File: config.mk
export PLATFORM = sky130hd
export DESIGN_NAME = sha256_message_hasher_core
export DESIGN_NICKNAME = d
export VERILOG_FILES = /design/src/hdl/sha256_pkg.sv /design/src/hdl/sha256_datapath.sv /design/src/hdl/sha256_ctrl.sv /design/src/hdl/sha256_message_hasher_core.sv
export SDC_FILE = /design/constraint.sdc
export NUM_CORES = 2
export LEC_CHECK = 0
export ABC_CLOCK_PERIOD_IN_PS = 27400
export BUFFER_PORTS_ARGS = -buffer_cell sky130_fd_sc_hd__buf_4
export CORE_UTILIZATION = 35
export DETAILED_ROUTE_END_ITERATION = 6
export PLACE_DENSITY = 0.53
export SETUP_SLACK_MARGIN = 0.2
export SYNTH_ARGS = -nofsm -noshare
export SYNTH_HDL_FRONTEND = slang
export SYNTH_SLANG_ARGS = --single-unit
File: constraint.sdc
create_clock -name clk -period 27.4 [get_ports clk]
set_input_delay 4.11 -clock clk [delete_from_list [all_inputs] [get_ports clk]]
set_output_delay 4.11 -clock clk [all_outputs]
set_load 0.05 [all_outputs]
File: src/hdl/sha256_pkg.sv
// ----------------------------------------------------------------------------
// sha256_pkg: shared types, constants and round functions
// Payload structs, initial hash, round constants and the control/status
// structs between the SHA-256 controller and datapath.
// ----------------------------------------------------------------------------
package sha256_pkg;

  typedef struct packed {
    logic [7:0] data_byte;
    logic       carries_byte;
    logic       end_of_message;
  } in_item_t;

  typedef struct packed {
    logic [63:0] digest_high;
    logic [63:0] digest_upper_mid;
    logic [63:0] digest_lower_mid;
    logic [63:0] digest_low;
  } out_item_t;

  localparam logic [7:0] PAD_BYTE = 8'h80;
  localparam int unsigned ROUNDS = 64;

  typedef logic [31:0] word_t;

  // byte source for a buffer write
  typedef enum logic [1:0] {
    BSRC_DATA,
    BSRC_PAD,
    BSRC_ZERO,
    BSRC_LEN
  } byte_src_t;

  typedef struct packed {
    logic       wr_byte;     // write one byte into the block buffer
    byte_src_t  src;
    logic [5:0] wr_pos;
    logic       cnt_inc;     // bump message byte count
    logic       cnt_clr;
    logic       blk_start;   // load working vars, start schedule
    logic       round;       // run one round with index rnd
    logic [5:0] rnd;
    logic       fold;        // add working vars into hash
    logic       hash_init;   // reload initial hash
    logic       dig_load;    // copy hash into the digest output register
  } dp_cmd_t;

  typedef struct packed {
    logic [5:0] pos;         // message byte count modulo 64
  } dp_stat_t;

  function automatic word_t init_hash(input logic [2:0] i);
    unique case (i)
      3'd0: init_hash = 32'h6a09e667;
      3'd1: init_hash = 32'hbb67ae85;
      3'd2: init_hash = 32'h3c6ef372;
      3'd3: init_hash = 32'ha54ff53a;
      3'd4: init_hash = 32'h510e527f;
      3'd5: init_hash = 32'h9b05688c;
      3'd6: init_hash = 32'h1f83d9ab;
      default: init_hash = 32'h5be0cd19;
    endcase
  endfunction

  localparam word_t K_TAB [64] = '{
    32'h428a2f98, 32'h71374491, 32'hb5c0fbcf, 32'he9b5dba5,
    32'h3956c25b, 32'h59f111f1, 32'h923f82a4, 32'hab1c5ed5,
    32'hd807aa98, 32'h12835b01, 32'h243185be, 32'h550c7dc3,
    32'h72be5d74, 32'h80deb1fe, 32'h9bdc06a7, 32'hc19bf174,
    32'he49b69c1, 32'hefbe4786, 32'h0fc19dc6, 32'h240ca1cc,
    32'h2de92c6f, 32'h4a7484aa, 32'h5cb0a9dc, 32'h76f988da,
    32'h983e5152, 32'ha831c66d, 32'hb00327c8, 32'hbf597fc7,
    32'hc6e00bf3, 32'hd5a79147, 32'h06ca6351, 32'h14292967,
    32'h27b70a85, 32'h2e1b2138, 32'h4d2c6dfc, 32'h53380d13,
    32'h650a7354, 32'h766a0abb, 32'h81c2c92e, 32'h92722c85,
    32'ha2bfe8a1, 32'ha81a664b, 32'hc24b8b70, 32'hc76c51a3,
    32'hd192e819, 32'hd6990624, 32'hf40e3585, 32'h106aa070,
    32'h19a4c116, 32'h1e376c08, 32'h2748774c, 32'h34b0bcb5,
    32'h391c0cb3, 32'h4ed8aa4a, 32'h5b9cca4f, 32'h682e6ff3,
    32'h748f82ee, 32'h78a5636f, 32'h84c87814, 32'h8cc70208,
    32'h90befffa, 32'ha4506ceb, 32'hbef9a3f7, 32'hc67178f2
  };

  function automatic word_t rotr(input word_t x, input int unsigned n);
    rotr = (x >> n) | (x << (32 - n));
  endfunction

endpackage

File: src/hdl/sha256_datapath.sv
// ----------------------------------------------------------------------------
// sha256_datapath: block buffer, message schedule and round unit
// Holds the 64-byte block as 16 words, a 16-word schedule shift window, the
// byte count, the running hash, the eight working variables and the digest
// output register; one round per cycle.
// ----------------------------------------------------------------------------
module sha256_datapath (
  input  logic                clk,
  input  logic                rst,
  input  sha256_pkg::dp_cmd_t cmd,
  input  logic [7:0]          data_byte,
  output sha256_pkg::dp_stat_t stat,
  output sha256_pkg::out_item_t digest
);

  logic [60:0]        byte_count;
  sha256_pkg::word_t  blk   [16];   // block words, big-endian
  sha256_pkg::word_t  win   [16];   // schedule window
  sha256_pkg::word_t  hash  [8];
  sha256_pkg::word_t  v     [8];
  sha256_pkg::out_item_t dig;

  logic [7:0]         wr_val;
  logic [63:0]        bit_len;
  sha256_pkg::word_t  w_cur, w_new, s0, s1, big0, big1, ch, maj, t1, t2;

  assign bit_len = {byte_count, 3'b000};

  always_comb begin
    case (cmd.src)
      sha256_pkg::BSRC_DATA: wr_val = data_byte;
      sha256_pkg::BSRC_PAD:  wr_val = sha256_pkg::PAD_BYTE;
      sha256_pkg::BSRC_ZERO: wr_val = 8'h00;
      default:               wr_val = bit_len[(7 - cmd.wr_pos[2:0]) * 8 +: 8];
    endcase
  end

  // schedule: first 16 rounds use the block, later ones extend the window
  always_comb begin
    s0    = sha256_pkg::rotr(win[1], 7) ^ sha256_pkg::rotr(win[1], 18) ^ (win[1] >> 3);
    s1    = sha256_pkg::rotr(win[14], 17) ^ sha256_pkg::rotr(win[14], 19) ^ (win[14] >> 10);
    w_new = s1 + win[9] + s0 + win[0];
    w_cur = (cmd.rnd < 6'd16) ? win[0] : w_new;
    big1  = sha256_pkg::rotr(v[4], 6) ^ sha256_pkg::rotr(v[4], 11) ^ sha256_pkg::rotr(v[4], 25);
    ch    = (v[4] & v[5]) ^ (~v[4] & v[6]);
    big0  = sha256_pkg::rotr(v[0], 2) ^ sha256_pkg::rotr(v[0], 13) ^ sha256_pkg::rotr(v[0], 22);
    maj   = (v[0] & v[1]) ^ (v[0] & v[2]) ^ (v[1] & v[2]);
    t1    = v[7] + big1 + ch + sha256_pkg::K_TAB[cmd.rnd] + w_cur;
    t2    = big0 + maj;
  end

  always_ff @(posedge clk) begin
    if (rst) begin
      byte_count <= '0;
    end else if (cmd.cnt_clr) begin
      byte_count <= '0;
    end else if (cmd.cnt_inc) begin
      byte_count <= byte_count + 61'd1;
    end
  end

  always_ff @(posedge clk) begin
    if (rst || cmd.hash_init) begin
      for (int i = 0; i < 8; i++) hash[i] <= sha256_pkg::init_hash(3'(i));
    end else if (cmd.fold) begin
      for (int i = 0; i < 8; i++) hash[i] <= hash[i] + v[i];
    end
  end

  always_ff @(posedge clk) begin
    if (cmd.dig_load) begin
      dig <= '{{hash[0], hash[1]}, {hash[2], hash[3]},
               {hash[4], hash[5]}, {hash[6], hash[7]}};
    end
  end

  always_ff @(posedge clk) begin
    if (cmd.wr_byte) begin
      blk[cmd.wr_pos[5:2]][(3 - cmd.wr_pos[1:0]) * 8 +: 8] <= wr_val;
    end
    if (cmd.blk_start) begin
      for (int i = 0; i < 16; i++) win[i] <= blk[i];
      for (int i = 0; i < 8; i++) v[i] <= hash[i];
    end else if (cmd.round) begin
      for (int i = 0; i < 15; i++) win[i] <= win[i + 1];
      win[15] <= w_cur;
      v[7] <= v[6]; v[6] <= v[5]; v[5] <= v[4];
      v[4] <= v[3] + t1;
      v[3] <= v[2]; v[2] <= v[1]; v[1] <= v[0];
      v[0] <= t1 + t2;
    end
  end

  assign stat.pos = byte_count[5:0];
  assign digest = dig;

endmodule

File: src/hdl/sha256_ctrl.sv
// ----------------------------------------------------------------------------
// sha256_ctrl: item handshake and block sequencing
// Takes bytes, fires compressions on full blocks, writes the padding and
// length, and hands out the digest.
// ----------------------------------------------------------------------------
module sha256_ctrl (
  input  logic                 clk,
  input  logic                 rst,
  input  logic                 in_valid,
  output logic                 in_stall,
  input  logic                 in_carries,
  input  logic                 in_end,
  output logic                 out_valid,
  input  logic                 out_stall,
  input  sha256_pkg::dp_stat_t stat,
  output sha256_pkg::dp_cmd_t  cmd
);

  typedef enum logic [2:0] {
    S_IDLE, S_START, S_ROUND, S_FOLD, S_PAD, S_OUT
  } state_t;

  state_t     state, state_next;
  logic [5:0] rnd, rnd_next;
  logic [5:0] ppos, ppos_next;     // padding write position
  logic       fin, fin_next;        // message end pending after this block
  logic       last, last_next;      // block being compressed is the final one
  logic       pad2, pad2_next;      // length needs a second padding block
  logic       out_valid_next;
  logic       accept;

  assign in_stall = (state != S_IDLE);
  assign accept   = in_valid && !in_stall;

  always_comb begin
    state_next = state;
    rnd_next   = rnd;
    ppos_next  = ppos;
    fin_next   = fin;
    last_next  = last;
    pad2_next  = pad2;
    out_valid_next = out_valid && out_stall;
    cmd        = '0;
    cmd.rnd    = rnd;
    cmd.wr_pos = stat.pos;
    cmd.src    = sha256_pkg::BSRC_DATA;
    unique case (state)
      S_IDLE: begin
        if (accept) begin
          fin_next = in_end;
          if (in_carries) begin
            cmd.wr_byte = 1'b1;
            cmd.cnt_inc = 1'b1;
          end
          if (in_carries && stat.pos == 6'd63) begin
            state_next = S_START;
            last_next  = 1'b0;
          end else if (in_end) begin
            state_next = S_PAD;
            ppos_next  = stat.pos + 6'(in_carries);
          end
        end
      end
      S_START: begin
        cmd.blk_start = 1'b1;
        rnd_next   = '0;
        state_next = S_ROUND;
      end
      S_ROUND: begin
        cmd.round = 1'b1;
        rnd_next  = rnd + 6'd1;
        if (rnd == 6'(sha256_pkg::ROUNDS - 1)) state_next = S_FOLD;
      end
      S_FOLD: begin
        cmd.fold = 1'b1;
        if (last) begin
          state_next = S_OUT;
        end else if (fin) begin
          state_next = S_PAD;
          ppos_next  = stat.pos;
        end else if (pad2) begin
          // zeros and length only
          state_next = S_PAD;
          ppos_next  = '0;
          pad2_next  = 1'b0;
          last_next  = 1'b1;
        end else begin
          state_next = S_IDLE;
        end
      end
      S_PAD: begin
        // the 0x80 marker first if the message ends here, then zeros, then length at 56..63 in the final block
        cmd.wr_byte = 1'b1;
        cmd.wr_pos  = ppos;
        if (ppos == stat.pos && fin) cmd.src = sha256_pkg::BSRC_PAD;
        else if (ppos >= 6'd56 && last) cmd.src = sha256_pkg::BSRC_LEN;
        else cmd.src = sha256_pkg::BSRC_ZERO;
        fin_next  = 1'b0;
        ppos_next = ppos + 6'd1;
        if (ppos == stat.pos && fin) begin
          // marker fits with length only if it lands before byte 56
          last_next = (ppos < 6'd56);
          pad2_next = (ppos >= 6'd56);
        end
        if (ppos == 6'd63) state_next = S_START;
      end
      S_OUT: begin
        // move the digest out once the output register is free
        if (!out_valid || !out_stall) begin
          cmd.dig_load   = 1'b1;
          cmd.hash_init  = 1'b1;
          cmd.cnt_clr    = 1'b1;
          out_valid_next = 1'b1;
          state_next     = S_IDLE;
        end
      end
      default: state_next = S_IDLE;
    endcase
  end

  always_ff @(posedge clk) begin
    if (rst) begin
      state     <= S_IDLE;
      rnd       <= '0;
      ppos      <= '0;
      fin       <= 1'b0;
      last      <= 1'b0;
      pad2      <= 1'b0;
      out_valid <= 1'b0;
    end else begin
      state     <= state_next;
      rnd       <= rnd_next;
      ppos      <= ppos_next;
      fin       <= fin_next;
      last      <= last_next;
      pad2      <= pad2_next;
      out_valid <= out_valid_next;
    end
  end

`ifndef SYNTHESIS
  a_round_cnt: assert property (@(posedge clk) disable iff (rst)
    state == S_START |=> state == S_ROUND && rnd == 6'd0)
    else $error("round count not cleared at block start");
  a_no_accept_busy: assert property (@(posedge clk) disable iff (rst)
    state == S_ROUND |-> in_stall)
    else $error("busy state not stalling");
  a_out_after_fold: assert property (@(posedge clk) disable iff (rst)
    $rose(out_valid) |-> $past(state) == S_OUT)
    else $error("digest shown without final block");
  a_out_hold: assert property (@(posedge clk) disable iff (rst)
    out_valid && out_stall |=> out_valid)
    else $error("stalled digest dropped");
`endif

endmodule

File: src/hdl/sha256_message_hasher_core.sv
// ----------------------------------------------------------------------------
// sha256_message_hasher_core: byte-stream SHA-256 hasher
// Top level joining the controller and the datapath.
// ----------------------------------------------------------------------------
// At most one byte per item; bytes are taken one a cycle until a 64-byte block
// fills, then input stalls while it is compressed (load, 64 rounds through a single
// round unit, hash add). At end of message the padding is written one byte
// a cycle into the buffer (64 minus the fill position, so up to 64 bytes)
// and one compression follows; when the 0x80 marker lands at
// byte 56 or later a second padding block of 64 bytes and another
// compression are needed. If the end item also fills a block, that block is
// compressed first. The digest then moves to an output register in the S_OUT
// state and input opens again; if the previous digest still waits there,
// input stays stalled until it is taken.
module sha256_message_hasher_core (
  input  logic                  clk,
  input  logic                  rst,
  input  logic                  in_valid,
  output logic                  in_stall,
  input  sha256_pkg::in_item_t  in_item,
  output logic                  out_valid,
  input  logic                  out_stall,
  output sha256_pkg::out_item_t out_item
);

  sha256_pkg::dp_cmd_t  cmd;
  sha256_pkg::dp_stat_t stat;

  sha256_ctrl u_ctrl (
    .clk        (clk),
    .rst        (rst),
    .in_valid   (in_valid),
    .in_stall   (in_stall),
    .in_carries (in_item.carries_byte),
    .in_end     (in_item.end_of_message),
    .out_valid  (out_valid),
    .out_stall  (out_stall),
    .stat       (stat),
    .cmd        (cmd)
  );

  sha256_datapath u_dp (
    .clk       (clk),
    .rst       (rst),
    .cmd       (cmd),
    .data_byte (in_item.data_byte),
    .stat      (stat),
    .digest    (out_item)
  );

endmodule
==> reports/results.txt <==
Status = complete, no violations
Crit Path Category = reg2reg
Flop pwr share = 28.2%
Main synth FF type = edfxtp_1
Final setup vio count = 0
Slew headroom = 14.81%
Remaining global-route overflow = 0
Cts bufs inserted = 215
Syn Std Cell Area = 97000 µm²
Internal Power = 7458 µW
DRC Markers = 0
Htree depth = 4
Fin. Hold Viols = 0
Max Cap Viol = 0
Hold_buf cts = 0
Clock latency on the worst-skew pair = 910 ps
Post-synth EDFFs = 1792
CP max stage cell = fa_1
Largest net degree at the start of global routing = 202
Ys async rst share = 0%
Layout cells sized above 1 = 8.851%
CTS resizes = 0
Fmax = 88.22 MHz
Distinct cells, synth = 111
Net Sw Frac = 41.38%
Final core occ = 40.10%
First-pass GRT wire length = 460.1 mm
Synthesis Warnings = 0
Pwr Density = 115.6 nW/µm²
Critical path's most frequent cell = fa_1
Worst-margin pin slew = 1242 ps
Total Routing Usage GR = 22.48%
Initial DRC count = 7014
Port-buffer cells = 271
Initial DRT Pass Iterations = 6
Core Rows = 192
DP HPWL = 229.6 mm
Mean area per synthesized cell = 10.98 µm²
Final #Nets = 9676
Reg clk slew, reported paths = 60 ps
Synth Instances = 8834
Die X = 528.4 µm
RSZ-0062 raised after global routing = false
Setup TNS = 0 ps
P_sw = 5266 µW
Share of the synthesized area in the top cell type = 55.48%
Crit end category = flop
Sequential area share after synthesis = 57.13%
Initial antenna violation count = 15
WL/cell = 24.85 µm
Fin. max-slew vios = 0
Post-Syn Nets = 9455
Syn-to-layout area delta = 13.51%
Largest cells by area after synthesis = edfxtp_1, nand2_1, ha_1
Via/cell ratio = 5.259
Fin crit period = 11340 ps
Die Y-Extent = 528.4 µm
Vias in the first global route = 65280
Crit path largest cell delay = 560 ps
DRT antenna net count = 0
Initial Utilization = 35.33%
# fillers = 26280
Clock buffer depth = 4
Hold Path Class = reg2reg
Maximum fanout along the worst path = 6
Clock sink count = 1872
Top Ports = 272
Power share of the clock group = 22.5%
CP Launch Type = flop
#FFs+latches synth = 1872
Arr. time, crit path = 12010 ps
Maximum VDD drop = 194.4 µV
Fin crit share = 41.37%
Leading area contributor after synthesis = edfxtp_1
Vias = 67880
Root Buffer = clkbuf_16
Die area = 279200 µm²
Pleak = 0.04188 µW
TritonCTS clock tree = built
Clock skew = 107.1 ps
Required time of the worst setup path = 28080 ps
Combinational power share = 49.3%
# Post-CTS Setup Buffers = 0
Core Area = 274600 µm²
Final GP Congestion = 0.9582
Routed WL = 320.7 mm
metal layers:
layer  part of all wire [%]  global-route usage, %
met1                     46                  32.53
met3                    6.2                  2.965
met5                      0                      0
met2                     44                  34.32
met4                    3.7                  7.977
layout by cell type, fill, tap and decap left out, drive strengths merged, types with 48 or more instances in the layout:
master and count:
a21oi 385, fa 195, nand3 105, o21a 52, ha 412, nand2 2468
xor2 200, a31oi 50, a21o 142, dfxtp 80, clkinv 91, edfxtp 1792
buf 382, nand2b 72, nor3 108, clkbuf 252, inv 369, xnor2 418
and3 48, nor2 518, nor2b 75, o21ai 381
sequential cells by signal, summed over array words and instances (netlist names):
signal,cells
u_ctrl.fin,1
u_ctrl.last,1
u_ctrl.out_valid,1
u_ctrl.pad2,1
u_ctrl.ppos,6
u_ctrl.rnd,6
u_ctrl.state,3
u_dp.blk,512
u_dp.byte_count,61
u_dp.digest,256
u_dp.hash,256
u_dp.v,256
u_dp.win,512
cell type report:
| type | instances | area (µm²) | area share, % |
|---|---|---|---|
| sequential | 1872 | 55420 | 50.34 |
| multi-input combinational | 6220 | 38890 | 35.33 |
| clock buffer | 252 | 5540 | 5.032 |
| tap | 3686 | 4612 | 4.189 |
| timing repair buffer | 382 | 2930 | 2.662 |
| inverter | 364 | 1374 | 1.248 |
| clock inverter | 129 | 1319 | 1.198 |
| antenna | 2 | 5.005 | 0.004546 |
power by group through the flow:
stage	logic (µW)	registers (µW)	clock network [µW]
final	6270	3590	2870
after global routing	6850	3590	3020
after CTS	6240	3580	2930
after detailed placement	6200	3640	0
after global placement	6170	3640	0
after floorplan	4410	3710	0
cells by family (layout without fill, tap and decap cells):
logic type / after synthesis / count (layout) / synth area share (%)
simple gates: 3563 / 3563 / 15.28
other cells: 0 / 2 / 0
mux: 59 / 59 / 0.7585
buf+inv: 742 / 1127 / 2.884
compound gates: 1343 / 1343 / 8.697
fa+ha+maj: 635 / 635 / 9.628
xor+xnor: 620 / 620 / 5.627
flops: 1872 / 1872 / 57.13
cells in the mapped netlist, types with 40 or more instances:
cell,count
nor2b_1,75
or3_1,40
a211oi_1,42
xor2_1,200
clkbuf_1,347
o21a_1,52
a31oi_1,50
a21o_1,142
nor2_1,517
edfxtp_1,1792
o21bai_1,45
xnor2_1,418
fa_1,195
ha_1,412
inv_1,361
o21ai_0,365
dfxtp_1,80
nand3_1,101
nand2b_1,72
nand2_1,2466
and3_1,48
a21oi_1,382
nor3_1,106
worst max-delay path, delay by kind of cell (launching register included):
kind,cells,cell delay (ps)
xor gates and xnor gates,6,1420
DFF,1,480
AOI/OAI and AO/OA,18,3810
adders and majority gates,9,4070
buffers and inverters,3,140
and+or+nand+nor,10,1140
path summary, 6_finish.rpt:
path	start	end	slack, ps	cells after the start
worst max-delay path	u_dp.win[0][36]	u_dp.v[0][31]	16060	46
worst min-delay path	u_dp.win[0][211]	u_dp.win[0][179]	470	2
worst max register to register	u_dp.win[0][36]	u_dp.v[0][31]	16060	46
worst min register to register	u_dp.win[0][211]	u_dp.win[0][179]	470	2
per-stage QoR:
step                      std cells  setup WS, ps  cell area (µm²)  total power [µW]  hold slack [ps]
final                         12910         16060           110100             12720            470.4
after CTS                     12910         16050           110100             12750            462.7
after global routing          12910         15380           110100             13460            479.6
after global placement        12520         16030           103200              9811            471.7
after detailed placement      12520         16140           103200              9839            480.7
after floorplan                8834          3974            97000              8120            448.1
No activity file was read; power rests on OpenSTA's default activity.
